<file path="src/hdl/srts_pkg.sv">
// shared constants, command and status types for the track sequencer
package srts_pkg;

  localparam int MAX_TRACKS = 256;
  localparam int AW = $clog2(MAX_TRACKS);
  localparam int CW = AW + 1;

  localparam logic [1:0] OPC_NEXT = 2'd0;
  localparam logic [1:0] OPC_PREV = 2'd1;
  localparam logic [1:0] OPC_JUMP = 2'd2;
  localparam logic [1:0] OPC_NOP  = 2'd3;

  localparam logic [1:0] REG_COUNT   = 2'd0;
  localparam logic [1:0] REG_SHUFFLE = 2'd1;
  localparam logic [1:0] REG_REPEAT  = 2'd2;
  localparam logic [1:0] REG_SEED    = 2'd3;

  localparam logic [1:0] REP_NONE = 2'd0;
  localparam logic [1:0] REP_ONE  = 2'd1;
  localparam logic [1:0] REP_ALL  = 2'd2;

  localparam logic [31:0] LFSR_TAPS = 32'hD000_0001;

  typedef enum logic [4:0] {
    OP_NONE, OP_ACCEPT, OP_STOP, OP_SEQ, OP_JUMP, OP_SH_NEXT, OP_SH_PREV,
    OP_LOAD_CUR, OP_RD0, OP_INIT_K, OP_FILL, OP_SH_START, OP_DRAW, OP_MOD,
    OP_RD_I, OP_RD_J, OP_WR_I, OP_WR_J, OP_SET_VALID, OP_RD_K, OP_INC_K,
    OP_SET_CURSOR, OP_WR_K, OP_WR0_CUR, OP_EMIT
  } dp_op_e;

  typedef struct packed {
    dp_op_e op;
  } dp_cmd_t;

  typedef struct packed {
    logic       build_req;
    logic       n_zero;
    logic       n_one;
    logic [1:0] opc;
    logic       jump_ok;
    logic       rep_none;
    logic       rep_one;
    logic       shuffle;
    logic       valid;
    logic       at_end;
    logic       at_start;
    logic       k_last;
    logic       i_one;
    logic       mod_last;
    logic       match;
  } dp_status_t;

endpackage

</file>
<file path="src/hdl/shuffle_repeat_track_sequencer_core.sv">
// top level of the shuffle and repeat track sequencer
// usage:
//   s_axis carries step commands, one item per step; m_axis returns one
//   result item per command: the current entry and a stopped flag.
//   cfg_we_i/cfg_idx_i/cfg_data_i write the count, shuffle, repeat and seed
//   registers; write them only while no command is in flight.
// sequential steps and jumps pass the dispatch and emit states after accept;
//   shuffle steps add a step state and, unless stopped at an end, a load.
// a permutation build walks a fill pass over the n entries, then n-1 swaps
//   (a draw from the lfsr, a 4-bit-per-cycle remainder unit and the order
//   table reads and writes), then, but for the rebuild on a wrap, a search
//   of the table to anchor the current entry.
// a jump with a valid permutation searches the order table, entry by
//   entry, to resync the cursor.
// one command is handled at a time; s_axis_tready is high only when idle.
// enabling shuffle with a nonempty list starts a build at once, during
//   which no command is taken.
// reset clears the registers: empty list, sequential order, no repeat,
//   seed 1, no current entry.
// when the receiver stalls the result holds in the output register; a
//   next command may be taken but its result waits for the slot.
module shuffle_repeat_track_sequencer_core import srts_pkg::*; (
  input  logic        clk_i,
  input  logic        rst_ni,
  input  logic        s_axis_tvalid,
  output logic        s_axis_tready,
  input  logic [15:0] s_axis_tdata,   // [1:0] opcode, [9:2] jump_index, zero above
  output logic        m_axis_tvalid,
  input  logic        m_axis_tready,
  output logic [15:0] m_axis_tdata,   // [8:0] track_index, [9] stopped, zero above
  input  logic        cfg_we_i,
  input  logic [1:0]  cfg_idx_i,
  input  logic [31:0] cfg_data_i
);

  dp_cmd_t    cmd;
  dp_status_t status;
  logic [9:0] result;

  srts_ctrl u_ctrl (
    .clk_i       (clk_i),
    .rst_ni      (rst_ni),
    .in_valid_i  (s_axis_tvalid),
    .in_ready_o  (s_axis_tready),
    .cfg_we_i    (cfg_we_i),
    .out_valid_o (m_axis_tvalid),
    .out_ready_i (m_axis_tready),
    .status_i    (status),
    .cmd_o       (cmd)
  );

  srts_dp u_dp (
    .clk_i      (clk_i),
    .rst_ni     (rst_ni),
    .cfg_we_i   (cfg_we_i),
    .cfg_idx_i  (cfg_idx_i),
    .cfg_data_i (cfg_data_i),
    .in_data_i  (s_axis_tdata),
    .cmd_i      (cmd),
    .status_o   (status),
    .out_o      (result)
  );

  // result register sits in the datapath; pad up to whole bytes
  assign m_axis_tdata = {6'd0, result};

endmodule

</file>
<file path="src/hdl/srts_dp.sv">
// datapath: registers, order table, lfsr and remainder unit
module srts_dp import srts_pkg::*; (
  input  logic       clk_i,
  input  logic       rst_ni,
  input  logic       cfg_we_i,
  input  logic [1:0] cfg_idx_i,
  input  logic [31:0] cfg_data_i,
  input  logic [15:0] in_data_i,
  input  dp_cmd_t    cmd_i,
  output dp_status_t status_o,
  output logic [9:0] out_o
);

  logic [CW-1:0] count_q;
  logic          shuf_q;
  logic [1:0]    rep_q;
  logic [31:0]   lfsr_q;
  logic [CW-1:0] cur_q;
  logic [AW-1:0] cursor_q, k_q, i_q, r_q, ti_q, tgt_q;
  logic          valid_q, stop_q;
  logic [1:0]    opc_q;
  logic [31:0]   dv_q;
  logic [2:0]    mcnt_q;
  logic [9:0]    out_q;

  logic [AW-1:0] mem [MAX_TRACKS];
  logic [AW-1:0] rdata_q;
  logic          mem_re, mem_we;
  logic [AW-1:0] mem_raddr, mem_waddr, mem_wdata;

  logic [AW-1:0] nm1, prev_pos;
  logic [CW-1:0] divisor, new_n;
  logic [CW-1:0] rem_w;
  logic [31:0]   lfsr_nx;
  logic          none;

  assign nm1      = count_q[AW-1:0] - AW'(1);
  assign prev_pos = (cursor_q == '0) ? nm1 : cursor_q - AW'(1);
  assign divisor  = {1'b0, i_q} + CW'(1);
  assign none     = (rep_q == REP_NONE);
  assign lfsr_nx  = lfsr_q[0] ? ((lfsr_q >> 1) ^ LFSR_TAPS) : (lfsr_q >> 1);
  assign new_n    = (cfg_data_i[CW-1:0] > CW'(MAX_TRACKS)) ? CW'(MAX_TRACKS)
                                                            : cfg_data_i[CW-1:0];

  // four restoring remainder steps per cycle
  always_comb begin
    rem_w = {1'b0, r_q};
    for (int b = 0; b < 4; b++) begin
      rem_w = {rem_w[AW-1:0], dv_q[31-b]};
      if (rem_w >= divisor) rem_w = rem_w - divisor;
    end
  end

  always_comb begin
    mem_re = 1'b0; mem_raddr = '0;
    mem_we = 1'b0; mem_waddr = '0; mem_wdata = '0;
    case (cmd_i.op)
      OP_SH_NEXT: begin mem_re = 1'b1; mem_raddr = cursor_q + AW'(1); end
      OP_SH_PREV: begin mem_re = 1'b1; mem_raddr = prev_pos; end
      OP_RD0:     begin mem_re = 1'b1; mem_raddr = '0; end
      OP_RD_I:    begin mem_re = 1'b1; mem_raddr = i_q; end
      OP_RD_J:    begin mem_re = 1'b1; mem_raddr = r_q; end
      OP_RD_K:    begin mem_re = 1'b1; mem_raddr = k_q; end
      OP_FILL:    begin mem_we = 1'b1; mem_waddr = k_q; mem_wdata = k_q; end
      OP_WR_I:    begin mem_we = 1'b1; mem_waddr = i_q; mem_wdata = rdata_q; end
      OP_WR_J:    begin mem_we = 1'b1; mem_waddr = r_q; mem_wdata = ti_q; end
      OP_WR_K:    begin mem_we = 1'b1; mem_waddr = k_q; mem_wdata = rdata_q; end
      OP_WR0_CUR: begin mem_we = 1'b1; mem_waddr = '0; mem_wdata = cur_q[AW-1:0]; end
      default: ;
    endcase
  end

  always_ff @(posedge clk_i) begin
    if (mem_we) mem[mem_waddr] <= mem_wdata;
    if (mem_re) rdata_q <= mem[mem_raddr];
  end

  always_ff @(posedge clk_i) begin
    case (cmd_i.op)
      OP_ACCEPT: begin tgt_q <= in_data_i[9:2]; end
      OP_DRAW:   begin dv_q <= lfsr_nx; r_q <= '0; end
      OP_MOD:    begin dv_q <= dv_q << 4; r_q <= rem_w[AW-1:0]; end
      OP_RD_J:   ti_q <= rdata_q;
      OP_EMIT:   out_q <= {stop_q, cur_q};
      default: ;
    endcase
  end

  always_ff @(posedge clk_i or negedge rst_ni) begin
    if (!rst_ni) begin
      count_q <= '0; shuf_q <= 1'b0; rep_q <= REP_NONE; lfsr_q <= 32'd1;
      cur_q <= '1; cursor_q <= '0; valid_q <= 1'b0; k_q <= '0; i_q <= '0;
      mcnt_q <= '0; stop_q <= 1'b0; opc_q <= OPC_NEXT;
    end else begin
      case (cmd_i.op)
        OP_ACCEPT: begin opc_q <= in_data_i[1:0]; stop_q <= 1'b0; end
        OP_STOP:   stop_q <= 1'b1;
        OP_SEQ: begin
          if (opc_q == OPC_NEXT) begin
            if (cur_q[AW-1:0] == nm1) begin
              if (none) stop_q <= 1'b1;
              else cur_q <= '0;
            end else cur_q <= cur_q + CW'(1);
          end else begin
            if (cur_q == '0) begin
              if (none) stop_q <= 1'b1;
              else cur_q <= {1'b0, nm1};
            end else cur_q <= cur_q - CW'(1);
          end
        end
        OP_JUMP:       begin cur_q <= {1'b0, tgt_q}; k_q <= '0; end
        OP_SH_NEXT:    cursor_q <= cursor_q + AW'(1);
        OP_SH_PREV:    cursor_q <= prev_pos;
        OP_LOAD_CUR:   cur_q <= {1'b0, rdata_q};
        OP_INIT_K:     k_q <= '0;
        OP_FILL:       k_q <= k_q + AW'(1);
        OP_SH_START:   i_q <= nm1;
        OP_DRAW:       begin lfsr_q <= lfsr_nx; mcnt_q <= '0; end
        OP_MOD:        mcnt_q <= mcnt_q + 3'd1;
        OP_WR_J:       i_q <= i_q - AW'(1);
        OP_SET_VALID:  begin valid_q <= 1'b1; cursor_q <= '0; k_q <= '0; end
        OP_INC_K:      k_q <= k_q + AW'(1);
        OP_SET_CURSOR: cursor_q <= k_q;
        default: ;
      endcase
      if (cfg_we_i) begin
        case (cfg_idx_i)
          REG_COUNT: begin
            count_q <= new_n; valid_q <= 1'b0; cursor_q <= '0;
            if (new_n == '0) cur_q <= '1;
            else if (cur_q[CW-1]) cur_q <= '0;
            else if (cur_q >= new_n) cur_q <= new_n - CW'(1);
          end
          REG_SHUFFLE: begin shuf_q <= cfg_data_i[0]; valid_q <= 1'b0; cursor_q <= '0; end
          REG_REPEAT:  rep_q <= cfg_data_i[1:0];
          REG_SEED:    lfsr_q <= (cfg_data_i == '0) ? 32'd1 : cfg_data_i;
          default: ;
        endcase
      end
    end
  end

  always_comb begin
    status_o.build_req = cfg_we_i && (cfg_idx_i == REG_SHUFFLE) && cfg_data_i[0] &&
                         (count_q != '0);
    status_o.n_zero   = (count_q == '0);
    status_o.n_one    = (count_q == CW'(1));
    status_o.opc      = opc_q;
    status_o.jump_ok  = ({1'b0, tgt_q} < count_q);
    status_o.rep_none = none;
    status_o.rep_one  = (rep_q == REP_ONE);
    status_o.shuffle  = shuf_q;
    status_o.valid    = valid_q;
    status_o.at_end   = (cursor_q == nm1);
    status_o.at_start = (cursor_q == '0);
    status_o.k_last   = (k_q == nm1);
    status_o.i_one    = (i_q == AW'(1));
    status_o.mod_last = (mcnt_q == 3'd7);
    status_o.match    = (rdata_q == cur_q[AW-1:0]);
  end

  assign out_o = out_q;

endmodule

</file>
<file path="src/hdl/srts_ctrl.sv">
// controller: sequences steps, permutation builds and table searches
module srts_ctrl import srts_pkg::*; (
  input  logic       clk_i,
  input  logic       rst_ni,
  input  logic       in_valid_i,
  output logic       in_ready_o,
  input  logic       cfg_we_i,
  output logic       out_valid_o,
  input  logic       out_ready_i,
  input  dp_status_t status_i,
  output dp_cmd_t    cmd_o
);

  typedef enum logic [4:0] {
    S_IDLE, S_DISPATCH, S_SH_STEP, S_LOAD, S_WRAP, S_EMIT,
    S_B_INIT, S_B_FILL, S_B_START, S_B_DRAW, S_B_MOD, S_B_RDI, S_B_RDJ,
    S_B_WRI, S_B_WRJ, S_B_FINISH, S_S_RD, S_S_CMP, S_A_RD0, S_A_WRK, S_A_WR0
  } state_e;

  typedef enum logic [1:0] {RET_IDLE, RET_STEP, RET_WRAP} ret_e;

  state_e state_q, state_d, ret_state;
  ret_e   ret_q, ret_d;
  logic   anchor_q, anchor_d, oval_q, oval_d;

  always_comb begin
    case (ret_q)
      RET_STEP: ret_state = S_SH_STEP;
      RET_WRAP: ret_state = S_WRAP;
      default:  ret_state = S_IDLE;
    endcase
  end

  assign in_ready_o  = (state_q == S_IDLE) && !cfg_we_i;
  assign out_valid_o = oval_q;

  always_comb begin
    state_d = state_q; ret_d = ret_q; anchor_d = anchor_q;
    oval_d = oval_q && !out_ready_i;
    cmd_o.op = OP_NONE;
    case (state_q)
      S_IDLE: begin
        if (status_i.build_req) begin
          anchor_d = 1'b1; ret_d = RET_IDLE; state_d = S_B_INIT;
        end else if (in_valid_i && !cfg_we_i) begin
          cmd_o.op = OP_ACCEPT; state_d = S_DISPATCH;
        end
      end
      S_DISPATCH: begin
        state_d = S_EMIT;
        if (status_i.n_zero) cmd_o.op = OP_STOP;
        else if (status_i.opc == OPC_JUMP) begin
          if (status_i.jump_ok) begin
            cmd_o.op = OP_JUMP; anchor_d = 1'b0;
            if (status_i.valid) state_d = S_S_RD;
          end
        end else if ((status_i.opc == OPC_NEXT || status_i.opc == OPC_PREV) &&
                     !status_i.rep_one) begin
          if (!status_i.shuffle) cmd_o.op = OP_SEQ;
          else if (!status_i.valid) begin
            anchor_d = 1'b1; ret_d = RET_STEP; state_d = S_B_INIT;
          end else state_d = S_SH_STEP;
        end
      end
      S_SH_STEP: begin
        if (status_i.opc == OPC_NEXT) begin
          if (status_i.at_end) begin
            if (status_i.rep_none) begin cmd_o.op = OP_STOP; state_d = S_EMIT; end
            else begin anchor_d = 1'b0; ret_d = RET_WRAP; state_d = S_B_INIT; end
          end else begin cmd_o.op = OP_SH_NEXT; state_d = S_LOAD; end
        end else if (status_i.at_start && status_i.rep_none) begin
          cmd_o.op = OP_STOP; state_d = S_EMIT;
        end else begin cmd_o.op = OP_SH_PREV; state_d = S_LOAD; end
      end
      S_WRAP:  begin cmd_o.op = OP_RD0; state_d = S_LOAD; end
      S_LOAD:  begin cmd_o.op = OP_LOAD_CUR; state_d = S_EMIT; end
      S_EMIT: begin
        if (!oval_q || out_ready_i) begin
          cmd_o.op = OP_EMIT; oval_d = 1'b1; state_d = S_IDLE;
        end
      end
      S_B_INIT: begin cmd_o.op = OP_INIT_K; state_d = S_B_FILL; end
      S_B_FILL: begin
        cmd_o.op = OP_FILL;
        if (status_i.k_last) state_d = S_B_START;
      end
      S_B_START: begin
        cmd_o.op = OP_SH_START;
        state_d = status_i.n_one ? S_B_FINISH : S_B_DRAW;
      end
      S_B_DRAW: begin cmd_o.op = OP_DRAW; state_d = S_B_MOD; end
      S_B_MOD: begin
        cmd_o.op = OP_MOD;
        if (status_i.mod_last) state_d = S_B_RDI;
      end
      S_B_RDI: begin cmd_o.op = OP_RD_I; state_d = S_B_RDJ; end
      S_B_RDJ: begin cmd_o.op = OP_RD_J; state_d = S_B_WRI; end
      S_B_WRI: begin cmd_o.op = OP_WR_I; state_d = S_B_WRJ; end
      S_B_WRJ: begin
        cmd_o.op = OP_WR_J;
        state_d = status_i.i_one ? S_B_FINISH : S_B_DRAW;
      end
      S_B_FINISH: begin
        cmd_o.op = OP_SET_VALID;
        state_d = anchor_q ? S_S_RD : ret_state;
      end
      S_S_RD: begin cmd_o.op = OP_RD_K; state_d = S_S_CMP; end
      S_S_CMP: begin
        if (status_i.match) begin
          if (anchor_q) state_d = S_A_RD0;
          else begin cmd_o.op = OP_SET_CURSOR; state_d = S_EMIT; end
        end else begin cmd_o.op = OP_INC_K; state_d = S_S_RD; end
      end
      S_A_RD0: begin cmd_o.op = OP_RD0; state_d = S_A_WRK; end
      S_A_WRK: begin cmd_o.op = OP_WR_K; state_d = S_A_WR0; end
      S_A_WR0: begin cmd_o.op = OP_WR0_CUR; state_d = ret_state; end
      default: state_d = S_IDLE;
    endcase
  end

  always_ff @(posedge clk_i or negedge rst_ni) begin
    if (!rst_ni) begin
      state_q <= S_IDLE; ret_q <= RET_IDLE; anchor_q <= 1'b0; oval_q <= 1'b0;
    end else begin
      state_q <= state_d; ret_q <= ret_d; anchor_q <= anchor_d; oval_q <= oval_d;
    end
  end

endmodule

</file>
<file path="config.mk">
export PLATFORM = sky130hd
export DESIGN_NAME = shuffle_repeat_track_sequencer_core
export DESIGN_NICKNAME = d
export VERILOG_FILES = /design/src/hdl/srts_pkg.sv /design/src/hdl/shuffle_repeat_track_sequencer_core.sv /design/src/hdl/srts_dp.sv /design/src/hdl/srts_ctrl.sv
export SDC_FILE = /design/constraint.sdc
export NUM_CORES = 2
export LEC_CHECK = 0
export BUFFER_PORTS_ARGS = -buffer_cell sky130_fd_sc_hd__buf_2
export CORE_ASPECT_RATIO = 0.5
export CORE_MARGIN = 2
export CORE_UTILIZATION = 40
export DETAILED_ROUTE_END_ITERATION = 8
export GPL_ROUTABILITY_DRIVEN = 0
export PLACE_DENSITY = 0.65
export SYNTH_ARGS = -nofsm -noshare
export SYNTH_HDL_FRONTEND = slang
export SYNTH_SLANG_ARGS = --single-unit
export TNS_END_PERCENT = 1
</file>
<file path="constraint.sdc">
create_clock -name clk_i -period 16.7 [get_ports clk_i]
set_input_delay 2.505 -clock clk_i [delete_from_list [all_inputs] [get_ports clk_i]]
set_output_delay 2.505 -clock clk_i [all_outputs]
set_load 0.05 [all_outputs]
</file>
==> results.py <==
metrics = {
    "setup_path": {
        "critPathArrivalTime_ns": 12.72,
        "cp.required_ns": 17.27,
        "startpoint": "u_dp.i_q[0]",
        "cp_max_fo": 15,
        "crit_path_start_kind": "flip-flop",
        "rrSetupSlack_ns": 4.55,
        "reg2reg_to": "u_dp.r_q[2]",
        "endpoint_kind": "flip-flop",
        "critPathKind": "flip-flop to flip-flop",
        "reg2reg_depth": 45,
        "r2r-start": "u_dp.i_q[0]",
        "slowest_delay_ns": 0.62,
        "crit_end": "u_dp.r_q[2]",
        "critPathSlowestCell": "a211oi_4",
    },
    "logic_synthesis": {
        "synth_edf_count": 2122,
        "ys_ff_latch": 2215,
        "synthArstFlopShare_pct": 4.20,
        "synth-seq-area-share_pct": 69.5,
        "syn_area_per_cell_um2": 12.0,
        "synthCells": 7931,
        "synth_area_um2": 95000,
        "ys.warnings.count": 0,
        "synthFlopType": "edfxtp_1",
        "ys_types": 101,
    },
    "sta": {
        "hold_viol_final": 0,
        "setup_violations": 0,
        "slew_violations": 0,
        "timing.hold.ws_ns": 0.505,
        "worstMarginPinSlew_ns": 1.36,
        "fin_crit_sh_pct": 72.8,
        "fmax_mhz": 82.3,
        "tns_ns": 0,
        "rsz0062_at_grt": "false",
        "fin_worst_skew_ns": 0.0441,
        "finalCriticalPeriod_ns": 12.15,
        "relSlewSlack_pct": 8.54,
    },
    "clock_tree": {
        "cts_root_buf": "clkbuf_16",
        "clock_sinks": 2215,
        "postCtsSetupBuffers": 0,
        "h-tree-depth": 4,
        "cts_tree": "yes",
        "ctsHoldBuffers": 0,
        "cts_resized": 0,
        "clock_latency_ns": 0.86,
        "cts_max_path_buffers": 3,
        "path_clk_slew_ns": 0.06,
        "cts_made_buffers": 203,
    },
    "die": {
        "fp.dieArea_um2": 242000,
        "fp-row-count": 126,
        "start_util_pct": 40.3,
        "die_x_um": 693,
        "fp.dieH_um": 349,
        "ios": 73,
        "coreArea_um2": 236000,
    },
    "pwr": {
        "powerDensity_nw_per_um2": 111,
        "switching_power_mw": 2.72,
        "internal_power_mw": 8.89,
        "clockPowerShare_pct": 38.8,
        "sequentialPowerShare_pct": 53.0,
        "p_comb_share_pct": 8.3,
        "p_leak_nw": 36.3,
        "ir_drop_uv": 115,
        "netSwitchingFraction_pct": 23.5,
    },
    "route": {
        "detail-route-antenna-nets": 0,
        "wl_um": 268000,
        "drtIter0Drc": 9024,
        "routedWlPerCell_um": 24.2,
        "routed_via_density": 5.80,
        "drc": 0,
        "vias": 64300,
        "drt_pass1_iterations": 7,
    },
    "global_route": {
        "grt_pass1_wl_um": 394000,
        "grt_pass1_vias": 59700,
        "grt_start_max_net_pins": 192,
        "grtUsageTotal_pct": 21.5,
        "grt_overflow": 0,
        "grt_antenna_before_repair": 11,
    },
    "job": {
        "max-cap-violations": 0,
    },
    "placement": {
        "io_buffers": 60,
        "hpwl_um": 157000,
    },
    "final_layout": {
        "area_delta_synth_final_pct": 10.0,
        "final_cell_mix": "nand2_1, edfxtp_1, nand3_1",
        "fin_util_pct": 44.3,
        "final_nets": 7876,
        "diodes": 0,
        "layout-drive-gt1-share_pct": 7.08,
        "mostFrequentLayoutCell": "nand2_1",
    },
    "min_path": {
        "hold_path.class": "flip-flop to flip-flop",
    },
    "status": {
        "outcome": "finished clean",
    },
}
-- metrics by stage --
stage	setup slack [ns]	power [mW]	cells	instance area, um^2
after global routing	3.55	12.0	11100	105000
final	4.55	11.6	11100	105000
after floorplan	6.44	7.00	7936	95000
after CTS	4.63	11.6	11100	105000
after detailed placement	4.67	7.22	10700	98200
after global placement	4.68	7.21	10700	98200
-- critical path: cells and delay by family (launching register included) --
family | cells | cell delay (ns)
and+or+nand+nor | 14 | 2.60
AOI/OAI and AO/OA | 18 | 5.20
DFF | 1 | 0.59
adders and majority gates | 7 | 2.43
muxes | 1 | 0.26
buffers and inverters | 5 | 0.79
-- worst min path at each step --
stage | from | to | slack [ns] | cells after the start
after detailed placement | u_dp.mcnt_q[1] | u_dp.mcnt_q[1] | 0.49 | 1
after global routing | u_dp.mcnt_q[2] | u_dp.mcnt_q[2] | 0.53 | 1
final | u_dp.mcnt_q[1] | u_dp.mcnt_q[1] | 0.51 | 1
after floorplan | u_dp.stop_q | u_dp.out_o[9] | 0.45 | 0
after CTS | u_dp.mcnt_q[0] | u_dp.mcnt_q[0] | 0.51 | 1
after global placement | u_dp.mcnt_q[0] | u_dp.mcnt_q[0] | 0.49 | 1
-- power by group through the flow --
stage | clock network [mW] | registers [mW] | logic [mW]
floorplan | 0 | 6.20 | 0.801
global placement | 0 | 6.27 | 0.944
detailed placement | 0 | 6.27 | 0.956
CTS | 4.53 | 6.15 | 0.957
global route | 4.75 | 6.15 | 1.07
finish | 4.50 | 6.15 | 0.962
-- kinds of logic (layout without fill, tap and decap cells) --
| group | Yosys count | after routing | synth area share, % |
|---|---|---|---|
| mux | 67 | 67 | 0.807 |
| fa+ha+maj | 63 | 63 | 0.848 |
| compound gates | 906 | 906 | 7.24 |
| simple gates | 3965 | 3965 | 18.0 |
| xor+xnor | 96 | 96 | 0.986 |
| other cells | 1 | 6 | 0.00395 |
| buf+inv | 618 | 617 | 2.62 |
| flops | 2215 | 2215 | 69.5 |
-- state kept, by name, summed over array words and instances (netlist names), 8 cells and up --
register / cells
u_dp.dv_q: 32
u_dp.out_o: 10
u_dp.tgt_q: 8
u_dp.lfsr_q: 32
u_dp.cur_q: 9
u_dp.k_q: 8
u_dp.count_q: 9
u_dp.cursor_q: 8
u_dp.rdata_q: 8
u_dp.ti_q: 8
u_dp.mem: 2048
u_dp.i_q: 8
u_dp.r_q: 8
-- routing by layer --
metal  vias up  wire length, um  track usage [%]  share of wire, %
met3       525            29100             4.59                11
met4        16             9340             7.53               3.5
met5         -              101                0             0.038
met2      3372           121000             33.1                45
li1      28800                -                -                 -
met1     31500           109000             30.2                41
-- Yosys cell counts (20+ instances only) --
| cell type | count | area share, % |
|---|---|---|
| nor2_1 | 368 | 1.5 |
| buf_1 | 72 | 0.28 |
| nand4_1 | 20 | 0.13 |
| a311oi_1 | 374 | 3.4 |
| nor4_1 | 22 | 0.14 |
| and3_1 | 194 | 1.3 |
| a31oi_1 | 48 | 0.32 |
| nor2b_1 | 25 | 0.16 |
| ha_1 | 53 | 0.70 |
| nand2_1 | 2304 | 9.1 |
| a22oi_1 | 21 | 0.17 |
| nand3_1 | 845 | 4.5 |
| xor2_1 | 33 | 0.30 |
| mux2i_1 | 47 | 0.50 |
| nor3_1 | 78 | 0.41 |
| a222oi_1 | 20 | 0.21 |
| buf_2 | 106 | 0.56 |
| clkbuf_1 | 376 | 1.5 |
| a21oi_1 | 118 | 0.62 |
| edfxtp_1 | 2122 | 67 |
| inv_1 | 52 | 0.21 |
| xnor2_1 | 56 | 0.52 |
| dfrtp_1 | 83 | 2.2 |
| o21ai_0 | 134 | 0.71 |
-- layout make-up --
cell class | count | area, um^2
Fill cell | 21000 | 131000
Multi-Input combinational cell | 5103 | 26600
Sequential cell | 2215 | 66100
Clock inverter | 114 | 886
Clock buffer | 262 | 5410
Inverter | 55 | 206
Tap cell | 3136 | 3920
Timing Repair Buffer | 186 | 1410
No activity file was read; power rests on OpenSTA's default activity.
